`src/hw/rtl/oiwf_pkg.sv`:
```
// package for the oled i2c write framer
// word types, bus symbol codes and framing constants; no dependencies
`timescale 1ns / 1ps

package oiwf_pkg;

    localparam logic [7:0] ADDR_RESET   = 8'h78;
    localparam logic [7:0] CTRL_COMMAND = 8'h00;
    localparam logic [7:0] CTRL_DATA    = 8'h40;
    localparam logic [7:0] BYTE_MSB     = 8'h80;

    localparam logic       OP_COMMAND = 1'b0;
    localparam logic       OP_DATA    = 1'b1;

    localparam logic [1:0] SYM_START = 2'd0;
    localparam logic [1:0] SYM_BIT   = 2'd1;
    localparam logic [1:0] SYM_ACK   = 2'd2;
    localparam logic [1:0] SYM_STOP  = 2'd3;

    localparam int unsigned BITS_PER_BYTE = 8;
    localparam int unsigned FRAME_BYTES   = 3;
    localparam int unsigned FRAME_BITS    = BITS_PER_BYTE * FRAME_BYTES;

    typedef struct packed {
        logic       opcode;
        logic [7:0] payload;
    } t_in_word;

    typedef struct packed {
        logic [1:0] symbol;
        logic       sda_level;
        logic       last;
    } t_out_word;

    typedef struct packed {
        logic [7:0] addr;
        logic [7:0] ctrl;
        logic [7:0] payload;
    } t_job;

endpackage

```
`src/hw/rtl/oiwf_front.sv`:
```
// front end: accepts request words, picks the control byte, queues frame jobs
// depends on oiwf_pkg
`timescale 1ns / 1ps

module oiwf_front (
    input  logic              i_clk,
    input  logic              i_rst_n,
    input  logic              i_in_valid,
    output logic              o_in_stall,
    input  oiwf_pkg::t_in_word i_in_word,
    input  logic [7:0]        i_addr,
    output logic              o_job_valid,
    output oiwf_pkg::t_job    o_job,
    input  logic              i_pop
);

    oiwf_pkg::t_job r_mem [2];
    logic           r_wr_ptr;
    logic           r_rd_ptr;
    logic [1:0]     r_count;
    logic [1:0]     n_count;
    logic           w_push;
    logic           w_pop;
    oiwf_pkg::t_job w_job;

    always_comb begin
        w_job.addr    = i_addr;
        w_job.payload = i_in_word.payload;
        unique case (i_in_word.opcode)
            oiwf_pkg::OP_DATA:    w_job.ctrl = oiwf_pkg::CTRL_DATA;
            oiwf_pkg::OP_COMMAND: w_job.ctrl = oiwf_pkg::CTRL_COMMAND;
            default:              w_job.ctrl = oiwf_pkg::CTRL_COMMAND;
        endcase
    end

    assign o_in_stall  = (r_count == 2'd2);
    assign w_push      = i_in_valid && !o_in_stall;
    assign w_pop       = i_pop && (r_count != 2'd0);
    assign o_job_valid = (r_count != 2'd0);
    assign o_job       = r_mem[r_rd_ptr];

    always_comb begin
        n_count = r_count;
        if (w_push && !w_pop) begin
            n_count = r_count + 2'd1;
        end else if (w_pop && !w_push) begin
            n_count = r_count - 2'd1;
        end
    end

    always_ff @(posedge i_clk) begin
        if (!i_rst_n) begin
            r_wr_ptr <= 1'b0;
            r_rd_ptr <= 1'b0;
            r_count  <= 2'd0;
        end else begin
            r_count <= n_count;
            if (w_push) begin
                r_wr_ptr <= !r_wr_ptr;
            end
            if (w_pop) begin
                r_rd_ptr <= !r_rd_ptr;
            end
        end
    end

    always_ff @(posedge i_clk) begin
        if (w_push) begin
            r_mem[r_wr_ptr] <= w_job;
        end
    end

    a_count_range: assert property (@(posedge i_clk) disable iff (!i_rst_n)
        r_count <= 2'd2)
        else $error("queue count out of range");

    a_ptr_gap: assert property (@(posedge i_clk) disable iff (!i_rst_n)
        (r_count == 2'd1) |-> (r_wr_ptr != r_rd_ptr))
        else $error("queue pointers disagree with count");

    a_full_no_push: assert property (@(posedge i_clk) disable iff (!i_rst_n)
        (r_count == 2'd2 && !w_pop) |=> (r_count == 2'd2))
        else $error("full queue lost an entry");

endmodule

```
`src/hw/rtl/oiwf_back.sv`:
```
// back end: serializes one frame job into start, 27 bit/ack symbols and stop
// depends on oiwf_pkg
`timescale 1ns / 1ps

module oiwf_back (
    input  logic                i_clk,
    input  logic                i_rst_n,
    input  logic                i_job_valid,
    input  oiwf_pkg::t_job      i_job,
    output logic                o_pop,
    output logic                o_out_valid,
    input  logic                i_out_stall,
    output oiwf_pkg::t_out_word o_out_word
);

    localparam logic [1:0] ST_IDLE  = 2'd0;
    localparam logic [1:0] ST_START = 2'd1;
    localparam logic [1:0] ST_BITS  = 2'd2;
    localparam logic [1:0] ST_STOP  = 2'd3;

    localparam logic [3:0] ACK_SLOT = 4'(oiwf_pkg::BITS_PER_BYTE);
    localparam logic [1:0] LAST_BYTE = 2'(oiwf_pkg::FRAME_BYTES - 1);

    logic [1:0]                      r_state, n_state;
    logic [oiwf_pkg::FRAME_BITS-1:0] r_shift, n_shift;
    logic [3:0]                      r_bit, n_bit;
    logic [1:0]                      r_byte, n_byte;
    logic                            r_out_valid, n_out_valid;
    oiwf_pkg::t_out_word             r_out, n_out;
    logic                            w_advance;

    assign w_advance   = !r_out_valid || !i_out_stall;
    assign o_out_valid = r_out_valid;
    assign o_out_word  = r_out;

    always_comb begin
        n_state     = r_state;
        n_shift     = r_shift;
        n_bit       = r_bit;
        n_byte      = r_byte;
        n_out_valid = r_out_valid;
        n_out       = r_out;
        o_pop       = 1'b0;
        if (w_advance) begin
            n_out_valid = 1'b1;
            unique case (r_state)
                ST_IDLE: begin
                    n_out = '{symbol: oiwf_pkg::SYM_START, sda_level: 1'b0, last: 1'b0};
                    if (i_job_valid) begin
                        o_pop   = 1'b1;
                        n_shift = i_job;
                        n_bit   = 4'd0;
                        n_byte  = 2'd0;
                        n_state = ST_BITS;
                    end else begin
                        n_out_valid = 1'b0;
                    end
                end
                ST_START: begin
                    n_out   = '{symbol: oiwf_pkg::SYM_START, sda_level: 1'b0, last: 1'b0};
                    n_bit   = 4'd0;
                    n_byte  = 2'd0;
                    n_state = ST_BITS;
                end
                ST_BITS: begin
                    if (r_bit == ACK_SLOT) begin
                        n_out = '{symbol: oiwf_pkg::SYM_ACK, sda_level: 1'b1, last: 1'b0};
                        n_bit = 4'd0;
                        if (r_byte == LAST_BYTE) begin
                            n_state = ST_STOP;
                        end else begin
                            n_byte = r_byte + 2'd1;
                        end
                    end else begin
                        n_out = '{symbol: oiwf_pkg::SYM_BIT,
                                  sda_level: r_shift[oiwf_pkg::FRAME_BITS-1],
                                  last: 1'b0};
                        n_shift = {r_shift[oiwf_pkg::FRAME_BITS-2:0], 1'b0};
                        n_bit   = r_bit + 4'd1;
                    end
                end
                ST_STOP: begin
                    n_out = '{symbol: oiwf_pkg::SYM_STOP, sda_level: 1'b1, last: 1'b1};
                    if (i_job_valid) begin
                        o_pop   = 1'b1;
                        n_shift = i_job;
                        n_state = ST_START;
                    end else begin
                        n_state = ST_IDLE;
                    end
                end
                default: begin
                    n_state     = ST_IDLE;
                    n_out_valid = 1'b0;
                end
            endcase
        end
    end

    always_ff @(posedge i_clk) begin
        if (!i_rst_n) begin
            r_state     <= ST_IDLE;
            r_out_valid <= 1'b0;
            r_bit       <= 4'd0;
            r_byte      <= 2'd0;
        end else begin
            r_state     <= n_state;
            r_out_valid <= n_out_valid;
            r_bit       <= n_bit;
            r_byte      <= n_byte;
        end
    end

    always_ff @(posedge i_clk) begin
        r_shift <= n_shift;
        r_out   <= n_out;
    end

    a_last_only_stop: assert property (@(posedge i_clk) disable iff (!i_rst_n)
        (r_out_valid && r_out.last) |-> (r_out.symbol == oiwf_pkg::SYM_STOP))
        else $error("last flag on a symbol other than stop");

    a_pop_needs_job: assert property (@(posedge i_clk) disable iff (!i_rst_n)
        o_pop |-> i_job_valid)
        else $error("pop from empty queue");

    a_counters_range: assert property (@(posedge i_clk) disable iff (!i_rst_n)
        (r_bit <= ACK_SLOT) && (r_byte <= LAST_BYTE))
        else $error("bit or byte counter out of range");

    a_start_after_stop: assert property (@(posedge i_clk) disable iff (!i_rst_n)
        (r_state == ST_START) |-> (r_out_valid && r_out.symbol == oiwf_pkg::SYM_STOP))
        else $error("pending start not preceded by stop");

endmodule

```
`src/hw/rtl/oled_i2c_write_framer_core.sv`:
```
// top level of the oled i2c write framer: slave address register, front queue, back serializer
// depends on oiwf_pkg, oiwf_front, oiwf_back
//
//   channel | valid       | stall        | word
//   in      | i_in_valid  | o_in_stall   | i_in_word  (opcode, payload)
//   out     | o_out_valid | i_out_stall  | o_out_word (symbol, sda_level, last)
//   config  | i_cfg_we    | -            | i_cfg_wdata (slave address byte)
//
// each request gives 29 output words, one per cycle from the serializer output register while i_out_stall is low
// the serializer emits one symbol per cycle unless stalled, and pops the next job as it emits a stop
// a taken request is first written into the job queue; its first word then comes from the output register
// a two-entry job queue lets requests be taken while the serializer is busy or stalled
// synchronous active-low reset empties the queue and sets the slave address to 0x78
`timescale 1ns / 1ps

module oled_i2c_write_framer_core (
    input  logic                i_clk,
    input  logic                i_rst_n,
    input  logic                i_cfg_we,
    input  logic [7:0]          i_cfg_wdata,
    input  logic                i_in_valid,
    output logic                o_in_stall,
    input  oiwf_pkg::t_in_word  i_in_word,
    output logic                o_out_valid,
    input  logic                i_out_stall,
    output oiwf_pkg::t_out_word o_out_word
);

    logic [7:0]     r_slave_addr;
    logic           w_job_valid;
    oiwf_pkg::t_job w_job;
    logic           w_pop;

    always_ff @(posedge i_clk) begin
        if (!i_rst_n) begin
            r_slave_addr <= oiwf_pkg::ADDR_RESET;
        end else if (i_cfg_we) begin
            r_slave_addr <= i_cfg_wdata;
        end
    end

    oiwf_front u_front (
        .i_clk       (i_clk),
        .i_rst_n     (i_rst_n),
        .i_in_valid  (i_in_valid),
        .o_in_stall  (o_in_stall),
        .i_in_word   (i_in_word),
        .i_addr      (r_slave_addr),
        .o_job_valid (w_job_valid),
        .o_job       (w_job),
        .i_pop       (w_pop)
    );

    oiwf_back u_back (
        .i_clk       (i_clk),
        .i_rst_n     (i_rst_n),
        .i_job_valid (w_job_valid),
        .i_job       (w_job),
        .o_pop       (w_pop),
        .o_out_valid (o_out_valid),
        .i_out_stall (i_out_stall),
        .o_out_word  (o_out_word)
    );

endmodule
```
`config.mk`:
```
export PLATFORM = sky130hd
export DESIGN_NAME = oled_i2c_write_framer_core
export DESIGN_NICKNAME = d
export VERILOG_FILES = /design/src/hw/rtl/oiwf_pkg.sv /design/src/hw/rtl/oiwf_front.sv /design/src/hw/rtl/oiwf_back.sv /design/src/hw/rtl/oled_i2c_write_framer_core.sv
export SDC_FILE = /design/constraint.sdc
export NUM_CORES = 1
export LEC_CHECK = 0
export BUFFER_PORTS_ARGS = -buffer_cell sky130_fd_sc_hd__buf_2
export CAP_MARGIN = 20
export CORE_ASPECT_RATIO = 0.8
export CORE_MARGIN = 8
export CORE_UTILIZATION = 25
export CTS_CLUSTER_DIAMETER = 60
export DETAILED_ROUTE_END_ITERATION = 12
export HOLD_SLACK_MARGIN = 0.1
export PLACE_DENSITY_LB_ADDON = 0.08
export SYNTH_ARGS = -nofsm -noshare
export SYNTH_HDL_FRONTEND = slang
export SYNTH_HIERARCHICAL = 1
export SYNTH_SLANG_ARGS = --single-unit
```
`constraint.sdc`:
```
create_clock -name i_clk -period 5.8 [get_ports i_clk]
set_input_delay 0.87 -clock i_clk [delete_from_list [all_inputs] [get_ports i_clk]]
set_output_delay 0.87 -clock i_clk [all_outputs]
set_load 0.1 [all_outputs]
```
Word level (Yosys, flattened, before mapping)

Memory sizes are Yosys's and may differ from the RTL's. A register that Yosys moved wholly into a read port is not among the register bits.
Index checks and enable logic that the tools add are counted.

Bits of input ports: 22
Logic and storage cells: 81
Flip-flop bits (word level): 49
Bits in writable memories: 48
Memories: 1
Output and inout port bits: 6

Memory list:

| name          | words | width | rd ports | clocked after memory_dff | wr ports | line             | RTL |
|---|---|---|---|---|---|---|---|
| u_front.r_mem | 2     | 24    | 1        | 1                        | 1        | oiwf_front.sv:17 | `oiwf_pkg::t_job r_mem [2];` |

Reduce and logical (&&, ||, !) cells: 23
Equality and inequality tests: 12
Add/subtract/negate cells: 4
Bitwise operators: 1
Muxes and demuxes: 28

Operators by type and width:

| kind                                                            | count |
|---|---|
| 24-bit 2-to-1 mux                                               | 2 |
| 24-bit one-hot mux with 2 select lines                          | 1 |
| 4-bit one-hot mux with 3 select lines                           | 2 |
| 2-bit 2-to-1 mux                                                | 8 |
| 8-bit one-hot mux with 2 select lines                           | 1 |
| 4-bit 2-to-1 mux                                                | 3 |
| 1-bit 2-to-1 mux                                                | 9 |
| 2-bit == test, second input constant                            | 4 |
| 2-bit by 1-bit != test with 1-bit output, second input constant | 4 |
| 2-bit one-hot mux with 4 select lines                           | 1 |
| 4-bit AND reduction                                             | 2 |
| 1-bit logical NOT                                               | 7 |
| 2-bit one-hot mux with 3 select lines                           | 1 |
| 2-bit nonzero test                                              | 3 |
| 5-bit AND reduction                                             | 1 |
| 2-bit by 1-bit adder with 2-bit output, second input constant   | 2 |
| 4-bit by 1-bit adder with 4-bit output, second input constant   | 1 |
| 4-bit == test, second input constant                            | 1 |
| 1-bit logical AND                                               | 4 |
| 2-bit != test, second input constant                            | 2 |
| 2-bit OR reduction                                              | 2 |
| 3-bit AND reduction                                             | 1 |
| 3-bit nonzero test                                              | 1 |
| 2-bit by 1-bit == test with 1-bit output, second input constant | 1 |
| other kinds (4)                                                 | 4 |

Depth between registers and ports, before layout

Gate-level depths: netlist of run 1.

Depth after elaboration: 8
Gate-level depth with buffers: 10
Gate-level depth less buffers: 8

Cells and area by module

The synthesis of run 1 kept the hierarchy.

Modules (own cells, without submodules):

| module                     | cells each | area each (um^2) | times used |
|---|---|---|---|
| oiwf_back                  | 128        | 1736.7           | 1 |
| oiwf_front                 | 86         | 1517.7           | 1 |
| oled_i2c_write_framer_core | 25         | 291.5            | 1 |

Worst setup path after synthesis of run 1

Ideal clock, no wire load.

Path kind: register to register
Start point: register u_back.r_state[1]
End point: register u_back/r_shift[0] in the netlist's numbering (enable)
Arrival time: 3206 ps
Clock period less this slack: 3648 ps
Setup slack: 2152 ps
Data required time: 5358 ps
Path buffers: 2
Cell stages (with the launch flop): 7
Setup time: 442 ps
Cells stage by stage: dfxtp_1 > inv_1 > ha_1 > clkbuf_1 > buf_2 > o21ai_0 > a211oi_1

Cells in the longest elaborated chain, start to end: 4

RTL lines:

| item                                                                                     | line             | RTL |
|---|---|---|
| from (decl)                                                                              | oiwf_back.sv:24  | `logic [1:0] r_state, n_state;` |
| from (signal assigned)                                                                   | oiwf_back.sv:107 | `r_state <= n_state;` |
| 2-bit == test or 2-bit logical NOT (tied branches)                                       | oiwf_back.sv:46  | `unique case (r_state)` |
| 2-bit OR reduction (no line)                                                             | -                |  |
| 2-bit by 1-bit != test with 1-bit output (no line) or 2-bit nonzero test (tied branches) | -                |  |
| 4-bit AND reduction (no line) (*)                                                        | -                |  |
| to (signal assigned)                                                                     | oiwf_back.sv:115 | `r_shift <= n_shift;` |
| to (decl)                                                                                | oiwf_back.sv:25  | `logic [oiwf_pkg::FRAME_BITS-1:0] r_shift, n_shift;` |

Every way passes the cells marked *; elsewhere a longest branch is shown, timed or not.
A chain may end at the register's enable or synchronous reset.

Worst setup path after layout of run 1

Start point: register u_front.r_count[0]
End point: output port o_in_stall

Cells in the longest elaborated chain, start to end: 1

RTL lines:

| item                   | line                             | RTL |
|---|---|---|
| from (decl)            | oiwf_front.sv:20                 | `logic [1:0] r_count;` |
| from (signal assigned) | oiwf_front.sv:57                 | `r_count <= n_count;` |
| 2-bit == test          | oiwf_front.sv:36                 | `assign o_in_stall = (r_count == 2'd2);` |
| to (decl)              | oled_i2c_write_framer_core.sv:22 | `output logic o_in_stall,` |

No other way between the ends.

==> impl_metrics.ini, run 1 <==
[logic_synthesis]
synth_cell_type_count = 44
synth_seq_area_share_pct = 64.9
ys_warn_count = 6
synth_top_area_share_pct = 52.5
syn_area_um2 = 3550
synth_area_per_cell_um2 = 14.8
ys_async_sr_fraction_pct = 0
synth_seq_cells = 84
dominantRegCellSynth = edfxtp_1
synthCells = 239
synth_area_leader_cell = edfxtp_1
synthTopCellsByArea = edfxtp_1 53%, mux2_2 13%, dfxtp_1 12%
synth_edf_count = 62

[power]
powerDensity_nw_per_um2 = 503
power_frac_clock_pct = 27.5
ir_worst_vdd_mv = 0.145
p_seq_share_pct = 44.4
p_sw_share_pct = 31.4
p_int_mw = 1.45
p_leak_nw = 1.54
p_switching_mw = 0.667
p_comb_share_pct = 28.1

[grt]
grt_overflow = 0
grt_pass1_wl_mm = 11.1
grt_pass1_vias = 2022
grt_usage_pct = 8.18
grt_start_max_net_pins = 25
antenna_found_initial = 0

[setup_path]
reg2reg_slack_ns = 3.67
startpoint_type = flip-flop
endpoint_kind = output port
crit_fanout = 5
worst_ep_arrival_time_ns = 1.42
critPathRequiredTime_ns = 4.93
reg2reg_depth = 7
r2r_end = u_front/r_count[1]
setup.worst_path.class = flip-flop to output port
r2r-start = u_back/r_state[0]

[detailed_routing]
drtIter0Drc = 88
wl_mm = 6.77
vias = 1891
ant_nets = 0
wl_per_cell_um = 14.7
dr.pass1.iters = 4
via_per_inst = 4.10
drc = 0

[cts]
cts_root_buffer = clkbuf_16
cts_tree = yes
clk_pin_slew_ns = 0.06
clock_latency_ns = 0.33
postCtsResizedCells = 0
clock-sinks = 84
hold_buffers = 0
htreeDepth = 3
post-cts-setup-buffers = 0
clk_path_buf_depth = 2
cts_buffers = 9

[floorplanning]
start_util_pct = 25.2
die_y_um = 123
die_area_um2 = 18300
die_w_um = 149
num_rows = 39
io_pins = 28
coreArea_um2 = 14100

[sta]
timing.setup.tns_ns = 0
finalHoldViolCount = 0
rsz0062_at_grt = no
setup_viol = 0
fin_hold_ws_ns = 0.463
maxSlewViolCount = 0
tightest_slew_ns = 0.942
max_freq_mhz = 437
min_period_ns = 2.29
skew_ns = 0.00536
post-route-period-util_pct = 39.5
relSlewSlack_pct = 37.1

[worst_hold_path]
hold_path_class = flip-flop to flip-flop
holdPathEnd = u_back/r_byte[1]
worstHoldStart = u_back/r_byte[1]
hold_depth = 2

[placement]
post-dp-hpwl_mm = 4.35
post_dp_cell_area_um2 = 3870
portBuffers = 27
place_congestion = 0.680

[final_layout]
fillCellCount = 1411
fin_nets = 304
area_growth_pct = 18.8
most-common-layout-cells = 62 x edfxtp_1, 40 x mux2_2, 27 x buf_2
design_area_um2 = 4210
final_common_cell = edfxtp_1
diodes = 0
drive_gt1_share_pct = 33.6

[flow_run]
drv_cap = 0

[status]
outcome = complete, no violations
-- worst max-delay path: stages, from the launching register on --
cell and delay, ns:
dfxtp_1 0.36, nand2b_1 0.21, inv_2 0.09, buf_2 0.43
-- layer usage --
| layer | track usage [%] | share of wire [%] | vias to the layer above |
|---|---|---|---|
| met5 | 0 | 0 | - |
| li1 | - | - | 939 |
| met2 | 11.8 | 42 | 25 |
| met4 | 3.59 | 1.8 | 0 |
| met1 | 10.8 | 53 | 918 |
| met3 | 3.02 | 3.5 | 9 |
-- per-stage QoR --
step | cells | power [mW] | util [%] | worst slack [ns]
floorplan | 245 | 1.41 | - | 2.15
CTS | 460 | 2.17 | 29.8 | 3.48
finish | 461 | 2.12 | 30.0 | 3.51
global route | 461 | 2.26 | 30.0 | 3.44
global placement | 444 | 1.56 | 27.5 | 3.38
detailed placement | 444 | 1.56 | 27.5 | 3.35
-- final cells by class --
class	count	area [um2]	area share, %
Timing Repair Buffer	31	185	4.39
Clock inverter	5	41.3	0.980
Clock buffer	11	275	6.53
Multi-Input combinational cell	136	1140	27.1
Sequential cell	84	2300	54.6
Tap cell	184	230	5.46
Inverter	10	37.5	0.891
-- power groups by stage --
stage | combinational [mW] | clock (mW) | sequential, mW
after CTS | 0.606 | 0.610 | 0.949
after detailed placement | 0.599 | 0 | 0.961
after floorplan | 0.398 | 0 | 1.01
after global routing | 0.656 | 0.635 | 0.964
after global placement | 0.602 | 0 | 0.960
final | 0.595 | 0.583 | 0.942
-- cell families after synthesis --
logic type                 count (synthesis)  synth area share [%]
AOI/OAI and AO/OA                         24                  4.62
xor gates and xnor gates                   3                 0.741
adders and majority gates                 10                  3.53
buffers and inverters                     25                  3.85
DFF                                       84                  64.9
muxes                                     49                  15.2
other                                      1                 0.106
and+or+nand+nor                           43                  6.99
-- registers in the layout, indices dropped and copies added (netlist names), named ones only --
| register | flops |
|---|---|
| u_front/r_count | 2 |
| u_back/o_out_valid | 1 |
| u_back/r_byte | 2 |
| r_slave_addr | 8 |
| u_back/r_bit | 4 |
| u_front/r_mem | 34 |
| u_back/r_shift | 24 |
| u_back/r_state | 2 |
| u_back/o_out_word | 4 |
| u_front/r_rd_ptr | 1 |
| u_front/r_wr_ptr | 1 |
-- worst max path at each step --
stage / start / to / slack (ns) / cells past startpoint
after detailed placement: i_out_stall / u_back/r_shift[21] / 3.35 / 6
after CTS: u_front/r_count[0] / o_in_stall / 3.48 / 3
after floorplan: u_back/r_state[1] / u_back/r_shift[0] / 2.15 / 6
after global placement: i_out_stall / u_back/r_shift[21] / 3.38 / 6
after global routing: u_front/r_count[0] / o_in_stall / 3.44 / 3
final: u_front/r_count[0] / o_in_stall / 3.51 / 3
-- cell usage after synthesis (3+ instances only) --
cell and count:
and2_1 4, edfxtp_1 62, nand3_1 3, mux2i_1 9, a21oi_1 4, nor2_1 4, buf_4 8, mux2_2 40
dfxtp_1 22, inv_1 9, a211oi_1 3, o21ai_0 4, nor2b_1 7, ha_1 10, or3_1 3, buf_2 4
nand2_1 8
Power figures use the tool's default switching activity.
==> inputs of run 2 (changes only) <==
ABC_AREA = 1   (was not set)
clock period = 1.95 ns   (was 5.8 ns; I/O delays follow)
==> run 2 against run 1 <==
Register-to-register slack worse by 3.4 ns. Via count increased by 8.7%. Total power rose to 3.3 times the previous value. Critical path depth up 8. Wire length decreased by 1.6%. Clock skew grew 0.0020 ns. Synthesized area grew 3.9%. Non-clock buffer count grew 2. Die area increased by 3.4%. Critical path type is now flip-flop to flip-flop. Critical endpoint is now u_front/r_count[1]. Largest power group unchanged.
==> impl_metrics.ini, run 2 <==
[setup_path]
setup.worst_path.class = flip-flop to flip-flop
worst_ep_arrival_time_ns = 2.00
crit_chain = inv_2 > ha_4 > nor2_1 > o21a_1 > inv_1 > ha_1 > inv_1 > nand3_1 > nand2_1 > inv_1 > nor2_1
crit_fanout = 6
reg2reg_depth = 11
path_delay_family = adder cells
crit_buf_inv = 4
reg2reg_slack_ns = 0.23
r2r-start = u_back/r_state[1]
critPathSlowestCell = dfxtp_4
startpoint_type = flip-flop
crit_top_cell = inv_1
endpoint_kind = flip-flop
r2r_end = u_front/r_count[1]
max_stage_delay_ns = 0.38
critPathRequiredTime_ns = 2.23

[final_layout]
area_growth_pct = 17.6
multiInputGateArea_um2 = 1210
fin_nets = 359
drive_gt1_share_pct = 34.0
final_common_cell = edfxtp_1
final-seq-area_um2 = 2310
fillCellCount = 1486
largest_reg_flops = 34
most-common-layout-cells = 62 x edfxtp_1, 44 x nand2_1, 30 x nor2_1, 30 x mux2_2, 27 x buf_2
top_register = u_front/r_mem
top_regs = u_front/r_mem (34), u_back/r_shift (24), r_slave_addr (8)
diodes = 0

[logic_synthesis]
syn_area_um2 = 3680
ys_warn_count = 6
synth_top_area_share_pct = 50.5
synth_most_common_cell = edfxtp_1
synth_commonest_cells = 62 x edfxtp_1, 45 x nand2_1, 30 x mux2_2, 30 x nor2_1, 25 x inv_1
ys_async_sr_fraction_pct = 0
dominantRegCellSynth = edfxtp_1
synth_cell_type_count = 28
synthTopCellsByArea = edfxtp_1 51%, dfxtp_1 12%, mux2_2 9.2%
synth_seq_cells = 84
synth_area_leader_cell = edfxtp_1
synthCells = 291
synth_area_per_cell_um2 = 12.7
synth_edf_count = 62
synth_seq_area_share_pct = 62.5

[detailed_routing]
vias = 2056
drtIter0Drc = 110
wl_per_cell_um = 12.9
drc = 0
wl_mm = 6.66
via_per_inst = 3.98
dr.pass1.iters = 4
ant_nets = 0

[grt]
grt_pass1_wl_mm = 11.0
grt_usage_pct = 7.69
grt_pass1_vias = 2103
grt_overflow = 0
antenna_found_initial = 0
grt_start_max_net_pins = 25

[cts]
postCtsResizedCells = 0
post-cts-setup-buffers = 0
cts_tree = yes
hold_buffers = 0
htreeDepth = 3
cts_buffers = 9
clk_path_buf_depth = 2
cts_root_buffer = clkbuf_16
clock_latency_ns = 0.34
clk_pin_slew_ns = 0.07
clock-sinks = 84

[power]
p_seq_share_pct = 40.7
power_frac_clock_pct = 22.3
ir_worst_vdd_mv = 1.18
p_sw_share_pct = 34.5
p_switching_mw = 2.43
p_leak_nw = 1.69
powerDensity_nw_per_um2 = 1630
p_int_mw = 4.61
power_mw = 7.04
p_comb_share_pct = 37.0

[worst_hold_path]
holdPathEnd = u_front/r_mem[0][6]
worstHoldStart = i_in_word[6]
hold_depth = 1
hold_path_class = input port to flip-flop

[sta]
post-route-period-util_pct = 88.0
finalHoldViolCount = 0
maxSlewViolCount = 0
min_period_ns = 1.72
fin_hold_ws_ns = 0.138
setup_viol = 0
skew_ns = 0.00739
rsz0062_at_grt = no
max_freq_mhz = 583

[floorplanning]
num_rows = 39
io_pins = 28
die_w_um = 152
start_util_pct = 25.7
die_y_um = 125
coreArea_um2 = 14300
die_area_um2 = 18900

[status]
outcome = complete, no violations

[placement]
portBuffers = 27
post-dp-hpwl_mm = 4.28
place_congestion = 0.681

[flow_run]
drv_cap = 0
run 2: cells by family after synthesis:
kind of cell             share of synthesized area [%]
AND/OR/NAND/NOR                                   12.2
flip-flops                                        62.5
buffers and inverters                             6.18
multiplexers                                      13.2
AO/OA/AOI/OAI                                     2.41
adder cells (fa/ha/maj)                           3.40
other                                            0.102
run 2: area by class of cell:
class                   count  area share, %
clock buffers              11           5.37
clock inverters             5          0.895
inverters                  27           2.34
multi-input cells         172           28.0
flip-flops and latches     84           53.3
well taps                 184           5.31
repair buffers             33           4.74
run 2: power by group through the flow:
stage	Sequential (mW)	Combinational (mW)	Clock, mW
final	2.86	2.61	1.57
after global routing	2.92	2.87	1.71
after CTS	2.87	2.66	1.64
after detailed placement	2.90	2.65	0
after global placement	2.91	2.64	0
after floorplan	3.14	1.89	0
run 2: worst max path at each step:
stage	start	endpoint	slack, ns	cells past startpoint
after floorplan	u_back/r_state[0]	u_back/r_shift[0]	-0.1	6
after global placement	u_front/r_count[0]	u_front/r_count[1]	0.25	12
after detailed placement	u_front/r_count[0]	u_front/r_count[1]	0.17	12
after CTS	u_front/r_count[0]	u_front/r_count[1]	0.17	12
after global routing	u_back/r_state[0]	u_front/r_count[1]	0.07	11
final	u_back/r_state[1]	u_front/r_count[1]	0.23	11
run 2: routing by layer:
layer,GRT usage [%],routed length (um)
met3,3.81,329
met2,11.1,2870
met1,9.72,3380
met5,0,0
met4,2.47,76
run 2: metrics by stage:
step / TNS, ns / utilization, % / std cells / area (um2) / setup slack (ns)
2_1_floorplan: -2.32 / - / 297 / 3760 / -0.0967
3_3_place_gp: 0 / 28.3 / 500 / 4060 / 0.249
3_5_place_dp: 0 / 28.3 / 500 / 4060 / 0.172
6_report: 0 / 30.2 / 516 / 4330 / 0.233
4_1_cts: 0 / 30.2 / 516 / 4330 / 0.170
5_1_grt: 0 / 30.2 / 516 / 4330 / 0.0729
==> inputs of run 3 (changes only) <==
CORE_MARGIN = 2   (was 8)
RECOVER_POWER = 25   (was not set)
==> run 3 against run 2 <==
Utilization is 0.31 points higher. Cell count grew 0.19%. Maximum frequency rose by 0.56%. Clock skew rose by 0.0018 ns. Register-to-register slack about the same. Wire length is 4.0% lower. Combinational power about the same. Non-clock buffer count is 1 higher. Sequential power hardly changed. Critical path depth unchanged. Sequential share of layout area shrank 0.53 points. Critical path type unchanged. Critical endpoint unchanged. Highest routed layer unchanged.
==> impl_metrics.ini, run 3 (same netlist as run 2, synthesis figures left out) <==
[cts]
hold_buffers = 0
clk_pin_slew_ns = 0.06
post-cts-setup-buffers = 0
clock-sinks = 84
cts_tree = yes
htreeDepth = 3
cts_buffers = 9
cts_root_buffer = clkbuf_16
clock_latency_ns = 0.34
clk_path_buf_depth = 2

[setup_path]
endpoint_kind = flip-flop
crit_chain = inv_2 > ha_4 > nor2_1 > o21a_1 > inv_1 > ha_1 > inv_1 > nand3_1 > nand2_1 > inv_1 > nor2_1
reg2reg_depth = 11
critPathRequiredTime_ns = 2.23
critPathSlowestCell = dfxtp_4
r2r-start = u_back/r_state[1]
crit_start = u_back/r_state[1]
crit_fanout = 6
worst_ep_arrival_time_ns = 1.99
startpoint_type = flip-flop
crit_top_cell = inv_1
setup.worst_path.class = flip-flop to flip-flop
max_stage_delay_ns = 0.38

[detailed_routing]
via_per_inst = 3.97
dr.pass1.iters = 4
vias = 2050
drc = 0
ant_nets = 0
drtIter0Drc = 64
wl_mm = 6.39
wl_per_cell_um = 12.4

[sta]
tightest_slew_ns = 0.561
relSlewSlack_pct = 62.6
setup_viol = 0
fin_hold_ws_ns = 0.137
setup_ws_ns = 0.243
maxSlewViolCount = 0
finalHoldViolCount = 0
timing.setup.tns_ns = 0
skew_ns = 0.00922
min_period_ns = 1.71
rsz0062_at_grt = no
max_freq_mhz = 586
post-route-period-util_pct = 87.5

[worst_hold_path]
hold_path_class = input port to flip-flop
worstHoldStart = i_in_word[6]
hold_depth = 1

[floorplanning]
die_y_um = 113
io_pins = 28
die_w_um = 140
num_rows = 39
die_area_um2 = 15700
coreArea_um2 = 14300
start_util_pct = 25.7

[grt]
grt_start_max_net_pins = 25
grt_overflow = 0
antenna_found_initial = 0
grt_pass1_vias = 1896
grt_pass1_wl_mm = 10.2
grt_usage_pct = 8.74

[placement]
place_congestion = 0.716
pre_cts_ws_ns = 0.206
dpl.cell_count = 501
post-dp-hpwl_mm = 4.14
portBuffers = 27
post_dp_cell_area_um2 = 4060

[power]
powerDensity_nw_per_um2 = 1670
ir_worst_vdd_mv = 1.10
p_switching_mw = 2.41
p_leak_nw = 1.71
p_seq_share_pct = 39.1
power_frac_clock_pct = 24.8
p_sw_share_pct = 33.0
p_comb_share_pct = 36.0
p_int_mw = 4.89

[final_layout]
top_regs = u_front/r_mem (34), u_back/r_shift (24), r_slave_addr (8)
fin_cells = 517
drive_gt1_share_pct = 32.7
diodes = 0
final-seq-area_um2 = 2310
largest_reg_flops = 34
most-common-layout-cells = 62 x edfxtp_1, 45 x nand2_1, 30 x nor2_1, 30 x mux2_2
area_growth_pct = 18.8
final_common_cell = edfxtp_1
fillCellCount = 1486
multiInputGateArea_um2 = 1210
design_area_um2 = 4380
fin_nets = 360
top_register = u_front/r_mem

[status]
outcome = complete, no violations

[flow_run]
drv_cap = 0
run 3: cell count changes in the layout (fill, tap and decap cells not counted):
cell        before  now
nand2_1         44   45
bufinv_16        0    2
inv_6            1    2
clkinvlp_4       1    0
buf_2           27   23
clkinv_4         2    0
clkbuf_1         2    6
nand2_2          5    4
buf_4            4    5
run 3: metal layers:
metal	part of all wire, %	up-vias	track usage (%)	wire length (um)
li1	-	1048	-	-
met1	52	960	11.7	3290
met2	42	36	12.5	2710
met3	4.7	6	4.22	303
met4	1.3	0	2.80	80
met5	0	-	0	0
run 3: repair_timing:
item                                   in CTS  in global routing
gates resized for setup                     0                  1
endpoints found under the hold margin       0                  0
setup endpoints to repair                   0                  1
run 3: power by group through the flow:
| stage | registers (mW) | clock network [mW] | logic, mW |
|---|---|---|---|
| final | 2.86 | 1.81 | 2.63 |
| after global routing | 2.91 | 1.96 | 2.90 |
| after CTS | 2.86 | 1.89 | 2.70 |
| after detailed placement | 2.90 | 0 | 2.68 |
| after global placement | 2.90 | 0 | 2.68 |
| after floorplan | 3.14 | 0 | 1.89 |
run 3: cell type report:
type	instances	share of cell area, %
flip-flops and latches	84	52.8
multi-input cells	172	27.7
clock buffers	11	5.32
well taps	184	5.26
repair buffers	34	4.75
inverters	27	2.32
clock inverters	5	1.89
run 3: metrics by stage:
step	utilization, %	power [mW]
floorplan	-	5.03
detailed placement	28.3	5.57
global placement	28.3	5.58
finish	30.5	7.30
CTS	30.5	7.45
global route	30.5	7.76
run 3: worst paths after layout:
check | slack (ns) | endpoint
hold reg to reg | 0.46 | u_front/r_mem[1][20]
setup / recovery | 0.24 | u_front/r_count[1]
setup reg to reg | 0.24 | u_front/r_count[1]
hold / removal | 0.14 | u_front/r_mem[0][6]
run 3: critical path: cells and delay by family, from the launching register on:
kind / cells / cell delay (ns)
AND/OR/NAND/NOR: 4 / 0.32
AO/OA/AOI/OAI: 1 / 0.16
flip-flops: 1 / 0.38
buffers and inverters: 4 / 0.23
adder cells (fa/ha/maj): 2 / 0.57
